<file path="src/hdl/mme_pkg.sv">
// Shared constants and types for the matrix multiply engine.
`default_nettype none

package mme_pkg;

   localparam int DEFAULT_MAX_DIM = 8;
   localparam int ELEM_W          = 32;
   localparam int DIM_W           = 4;
   localparam int POS_W           = 3;
   localparam int CMD_W           = 2;
   localparam int CSR_IDX_W       = 2;
   localparam int PROD_W          = 2 * ELEM_W;
   localparam int FRAC_W          = 16;

   localparam logic [CMD_W-1:0] CMD_LOAD_A  = 2'd0;
   localparam logic [CMD_W-1:0] CMD_LOAD_B  = 2'd1;
   localparam logic [CMD_W-1:0] CMD_COMPUTE = 2'd2;

   localparam logic [CSR_IDX_W-1:0] CSR_A_ROWS = 2'd0;
   localparam logic [CSR_IDX_W-1:0] CSR_A_COLS = 2'd1;
   localparam logic [CSR_IDX_W-1:0] CSR_B_ROWS = 2'd2;
   localparam logic [CSR_IDX_W-1:0] CSR_B_COLS = 2'd3;

   typedef struct packed {
      logic mul_en;
      logic acc_en;
      logic first;
   } mac_ctrl_type;

endpackage

`default_nettype wire

</file>
<file path="src/hdl/mme_mac.sv">
// Shared multiply-accumulate unit with Q16.16 truncation and saturation.
`default_nettype none

module mme_mac #(
   parameter int MAX_DIM = mme_pkg::DEFAULT_MAX_DIM
) (
   input  logic                          clock,
   input  mme_pkg::mac_ctrl_type         ctrl,
   input  logic [mme_pkg::ELEM_W-1:0]    op_a,
   input  logic [mme_pkg::ELEM_W-1:0]    op_b,
   output logic [mme_pkg::ELEM_W-1:0]    result
);
   import mme_pkg::*;

   localparam int SumBits = (MAX_DIM > 1) ? $clog2(MAX_DIM) : 0;
   localparam int AccW    = PROD_W + SumBits + 1;
   localparam int TopW    = AccW - (ELEM_W + FRAC_W) + 1;

   logic signed [PROD_W-1:0] prod_ff;
   logic signed [AccW-1:0]   acc_ff;
   logic [TopW-1:0]          top_bits;

   always_ff @(posedge clock) begin
      if (ctrl.mul_en) begin
         prod_ff <= $signed(op_a) * $signed(op_b);
      end
      if (ctrl.acc_en) begin
         acc_ff <= (ctrl.first ? AccW'(0) : acc_ff) + AccW'(prod_ff);
      end
   end

   assign top_bits = acc_ff[AccW-1:ELEM_W+FRAC_W-1];

   always_comb begin
      if ((top_bits == '0) || (top_bits == '1)) begin
         result = acc_ff[ELEM_W+FRAC_W-1:FRAC_W];
      end else if (acc_ff[AccW-1]) begin
         result = {1'b1, {(ELEM_W-1){1'b0}}};
      end else begin
         result = {1'b0, {(ELEM_W-1){1'b1}}};
      end
   end

endmodule

`default_nettype wire
</file>
<file path="config.mk">
export PLATFORM = sky130hd
export DESIGN_NAME = mme_mac
export DESIGN_NICKNAME = d
export VERILOG_FILES = /design/src/hdl/mme_pkg.sv /design/src/hdl/mme_mac.sv
export SDC_FILE = /design/constraint.sdc
export NUM_CORES = 2
export LEC_CHECK = 0
export BUFFER_PORTS_ARGS = -buffer_cell sky130_fd_sc_hd__buf_2
export CORE_MARGIN = 5
export CORE_UTILIZATION = 47
export DETAILED_ROUTE_END_ITERATION = 7
export MAX_ROUTING_LAYER = met4
export PLACE_DENSITY_LB_ADDON = 0.12
export SETUP_SLACK_MARGIN = 0.1
export SYNTH_ARGS = -nofsm -noshare
export SYNTH_HDL_FRONTEND = slang
export SYNTH_SLANG_ARGS = --single-unit
</file>
<file path="constraint.sdc">
create_clock -name clock -period 8.6 [get_ports clock]
set_input_delay 0.43 -clock clock [delete_from_list [all_inputs] [get_ports clock]]
set_output_delay 0.43 -clock clock [all_outputs]
set_load 0.01 [all_outputs]
</file>
==> flow_summary.html <==
<table>
<tr><th>Metric</th><th>Value</th></tr>
<tr><th colspan="2">Floorplanning</th></tr>
<tr><td>Area of the die</td><td>102000 um2</td></tr>
<tr><td>Starting density of the core</td><td>47.3%</td></tr>
<tr><td>Number of primary I/O pins</td><td>100</td></tr>
<tr><td>Number of core rows</td><td>113</td></tr>
<tr><td>Horizontal die dimension</td><td>319 um</td></tr>
<tr><td>Vertical die dimension</td><td>319 um</td></tr>
<tr><td>Core Box Area</td><td>94700 um2</td></tr>
<tr><th colspan="2">Timing</th></tr>
<tr><td>Setup violation total in the final timing report</td><td>0</td></tr>
<tr><td>Max Clock Skew</td><td>0.0126 ns</td></tr>
<tr><td>Least-Margin Pin Slew</td><td>1.01 ns</td></tr>
<tr><td>Relative slew slack</td><td>30.9%</td></tr>
<tr><td>Max frequency</td><td>124 MHz</td></tr>
<tr><td>Final cycle utilization of the critical path</td><td>93.9%</td></tr>
<tr><td>Total count of max-transition violations in the final report</td><td>0</td></tr>
<tr><td>Crit path time final</td><td>8.08 ns</td></tr>
<tr><td>Unrepaired setup endpoints after global routing</td><td>no</td></tr>
<tr><td>Hold violation total from the final report</td><td>0</td></tr>
<tr><td>Final-layout setup total negative slack</td><td>0 ns</td></tr>
<tr><th colspan="2">Detailed routing</th></tr>
<tr><td>Remaining DRCs</td><td>0</td></tr>
<tr><td>Detailed router's first-iteration violation count</td><td>1963</td></tr>
<tr><td>Total wire length</td><td>125000 um</td></tr>
<tr><td>Routed vias/inst</td><td>5.23</td></tr>
<tr><td>Total number of vias</td><td>31500</td></tr>
<tr><td>Average wire per standard cell</td><td>20.8 um</td></tr>
<tr><td>DR pass1 iterations</td><td>7</td></tr>
<tr><td>Remaining antenna violation count</td><td>0</td></tr>
<tr><th colspan="2">Clock network</th></tr>
<tr><td>Number of buffers between clock root and the deepest sink</td><td>2</td></tr>
<tr><td>Clock transition at path regs</td><td>0.06 ns</td></tr>
<tr><td>Cell at the root of the clock tree</td><td>clkbuf_16</td></tr>
<tr><td>Quantity of gates resized following cts</td><td>0</td></tr>
<tr><td>H-tree depth</td><td>4</td></tr>
<tr><td>CTS tree</td><td>yes</td></tr>
<tr><td>Clock buffer count from CTS</td><td>17</td></tr>
<tr><td>Clock Latency Late Sink</td><td>0.43 ns</td></tr>
<tr><td>Clock sink count</td><td>132</td></tr>
<tr><td>Total setup buffers inserted after CTS</td><td>0</td></tr>
<tr><td>Count of hold buffers inserted by post-cts repair</td><td>0</td></tr>
<tr><th colspan="2">Logic synthesis</th></tr>
<tr><td>Flip-flop and latch count after synthesis</td><td>132</td></tr>
<tr><td>Number of enable-type register cells in the synthesized netlist</td><td>132</td></tr>
<tr><td>Most common cell in the synthesized netlist</td><td>fa_1</td></tr>
<tr><td>Netlist area before placement</td><td>44800 um2</td></tr>
<tr><td>Synthesized instance count</td><td>4715</td></tr>
<tr><td>Fraction of the yosys area taken by sequential cells</td><td>8.85%</td></tr>
<tr><td>Portion of synthesized cell area occupied by the leading cell type</td><td>48.4%</td></tr>
<tr><td>Most area-consuming cells after synthesis</td><td>fa_1 (48%), edfxtp_1 (8.9%), inv_1 (8.4%)</td></tr>
<tr><td>Mean instance size in the synthesized netlist</td><td>9.50 um2</td></tr>
<tr><td>Cell type with the largest total area after synthesis</td><td>fa_1</td></tr>
<tr><td>Dominant register cell in the synthesized netlist</td><td>edfxtp_1</td></tr>
<tr><td>Synth unique cells</td><td>64</td></tr>
<tr><td>Most numerous cell types in the synthesized netlist</td><td>fa_1 (1083), inv_1 (1003), nand2_1 (564)</td></tr>
<tr><td>Syn Nets</td><td>6117</td></tr>
<tr><td>Count of warnings emitted by yosys</td><td>0</td></tr>
<tr><td>Post-synthesis async set-or-reset flop share</td><td>0%</td></tr>
<tr><th colspan="2">Cells and area</th></tr>
<tr><td>FILL cells</td><td>9014</td></tr>
<tr><td>Combined area of the multi-input logic cells</td><td>36200 um2</td></tr>
<tr><td>Post-synthesis to final-layout area growth</td><td>6.81%</td></tr>
<tr><td>Final design area excluding fillers</td><td>47800 um2</td></tr>
<tr><td>Ratio of cells with drive above 1 in the final layout</td><td>6.12%</td></tr>
<tr><td>Number of nets in the final layout</td><td>6144</td></tr>
<tr><td>Final standard cell count with taps included and fillers excluded</td><td>6028</td></tr>
<tr><td>Storage cell area</td><td>3960 um2</td></tr>
<tr><th colspan="2">Setup path</th></tr>
<tr><td>Most used cell along the critical path</td><td>fa_1</td></tr>
<tr><td>Worst reg2reg path endpoint</td><td>acc_ff[64]$_DFFE_PP_</td></tr>
<tr><td>Worst Path Max Fanout</td><td>28</td></tr>
<tr><td>Data arrival, critical path</td><td>8.25 ns</td></tr>
<tr><td>R2r worst-path depth</td><td>14</td></tr>
<tr><td>Kind of start point of the critical path</td><td>input port</td></tr>
<tr><td>CP top delay family</td><td>adder cells</td></tr>
<tr><td>Critical path's largest stage delay</td><td>0.61 ns</td></tr>
<tr><td>Class of the most critical setup path</td><td>in -&gt; reg</td></tr>
<tr><td>Start of the worst register-to-register path</td><td>acc_ff[0]$_DFFE_PP_</td></tr>
<tr><td>Register-to-register setup slack</td><td>4.39 ns</td></tr>
<tr><td>Crit-path slowest cell</td><td>fa_1</td></tr>
<tr><td>Buffers plus inverters on the worst setup path</td><td>7</td></tr>
<tr><td>CP Data Required Time</td><td>8.77 ns</td></tr>
<tr><td>CP endpoint kind</td><td>flop</td></tr>
<tr><th colspan="2">Placement</th></tr>
<tr><td>Detailed placement HPWL</td><td>104000 um</td></tr>
<tr><td>Number of placed instances with taps included</td><td>5988</td></tr>
<tr><td>Placer Congestion</td><td>0.948</td></tr>
<tr><td>Instance area after placement</td><td>47200 um2</td></tr>
<tr><td>Port Buf Inserts</td><td>99</td></tr>
<tr><th colspan="2">Hold path</th></tr>
<tr><td>Worst hold path depth</td><td>1</td></tr>
<tr><td>Endpoint of the worst hold path</td><td>acc_ff[0]$_DFFE_PP_</td></tr>
<tr><td>HP Start</td><td>prod_ff[0]$_DFFE_PP_</td></tr>
<tr><td>Path category of the worst min-delay check</td><td>reg -&gt; reg</td></tr>
<tr><th colspan="2">Outcome</th></tr>
<tr><td>Outcome</td><td>completed</td></tr>
<tr><th colspan="2">GRT</th></tr>
<tr><td>Number of antenna violations at the first check in global routing</td><td>10</td></tr>
<tr><td>Number of global-route vias before repair</td><td>34500</td></tr>
<tr><td>Pin count of the biggest net entering global routing</td><td>69</td></tr>
<tr><td>All-layer global routing usage</td><td>26.1%</td></tr>
<tr><td>Wire length of the first global-routing pass</td><td>200000 um</td></tr>
<tr><td>Remaining Overflow, GRT</td><td>0</td></tr>
<tr><th colspan="2">Run</th></tr>
<tr><td>Max Cap Viol</td><td>0</td></tr>
</table>
==> sequential cells by signal, indices dropped and copies added, names as in the netlist <==
| register | count |
|---|---|
| prod_ff | 64 |
| acc_ff | 68 |
==> stage by stage <==
| step | worst slack (ns) | util (%) | hold WS, ns |
|---|---|---|---|
| 6_report | 0.522 | 50.5 | 0.563 |
| 2_1_floorplan | 0.748 | - | 0.526 |
| 3_3_place_gp | 0.213 | 49.9 | 0.551 |
| 3_5_place_dp | 0.126 | 49.9 | 0.556 |
| 4_1_cts | 0.600 | 50.5 | 0.570 |
| 5_1_grt | 0.162 | 50.5 | 0.593 |
==> cells in the final DEF, fill, tap and decap left out, types with 14 or more instances in the layout <==
cell          n
o21bai_1     25
buf_12       14
a21o_1       90
fa_1       1083
nand4_1      32
inv_1      1003
nor2_1       90
ha_1        251
a21oi_1     143
edfxtp_1    132
and3_1       21
nor2b_1      79
nor3_1       29
o21ai_0      63
and2_1      527
a31oi_1      20
xnor2_1      96
buf_2        99
buf_4       131
clkbuf_16    17
nand2b_1     25
nand3_1      29
nand2_1     564
xor2_1       38
==> per-layer routing <==
| metal | up-vias | track usage (%) | share of wire [%] |
|---|---|---|---|
| met5 | - | - | 0 |
| met4 | 0 | 4.92 | 1.9 |
| met3 | 136 | 5.36 | 7.7 |
| met2 | 924 | 39.4 | 45 |
| met1 | 16300 | 37.2 | 46 |
| li1 | 14200 | - | - |
==> cell families after synthesis <==
kind of cell	count (synthesis)	synth area share, %
XOR/XNOR	134	2.62
AND/OR/NAND/NOR	1425	16.2
flip-flops	132	8.85
multiplexers	1	0.0224
AO/OA/AOI/OAI	450	6.52
buffers and inverters	1239	10.4
adder cells (fa/ha/maj)	1334	55.4
==> worst reg2reg max path, stage by stage, from the launching register on <==
cell and delay [ns]:
edfxtp_1 0.31, nor2b_1 0.13, ha_1 0.20, inv_1 0.07, fa_1 0.42, nor2b_1 0.17
o31ai_1 0.14, a21oi_1 0.26, o21ai_1 0.17, o41a_1 0.50, a2111oi_0 0.93, or3b_1 0.27
a41oi_1 0.13, o21bai_1 0.19, xor2_1 0.08
==> worst max-delay path by stage <==
| stage | startpoint | endpoint | slack (ns) | depth (start not counted) |
|---|---|---|---|---|
| 2_1_floorplan | op_a[31] | prod_ff[63]$_DFFE_PP_ | 0.75 | 26 |
| 3_3_place_gp | op_b[9] | prod_ff[63]$_DFFE_PP_ | 0.21 | 27 |
| 3_5_place_dp | op_b[9] | prod_ff[63]$_DFFE_PP_ | 0.13 | 27 |
| 4_1_cts | op_b[9] | prod_ff[63]$_DFFE_PP_ | 0.60 | 27 |
| 5_1_grt | op_b[9] | prod_ff[63]$_DFFE_PP_ | 0.16 | 27 |
| 6_report | op_b[9] | prod_ff[63]$_DFFE_PP_ | 0.52 | 27 |
==> area by class of cell <==
| type | instances | share of cell area [%] |
|---|---|---|
| Multi-Input combinational cell | 3344 | 75.6 |
| Tap cell | 1265 | 3.31 |
| Clock inverter | 15 | 0.296 |
| Clock buffer | 17 | 0.889 |
| Timing Repair Buffer | 244 | 3.68 |
| Antenna cell | 8 | 0.0419 |
| Sequential cell | 132 | 8.29 |
| Inverter | 1003 | 7.87 |
Power is not shown: default switching activity piles up to over one toggle a cycle in this logic, so the estimate is an artifact.
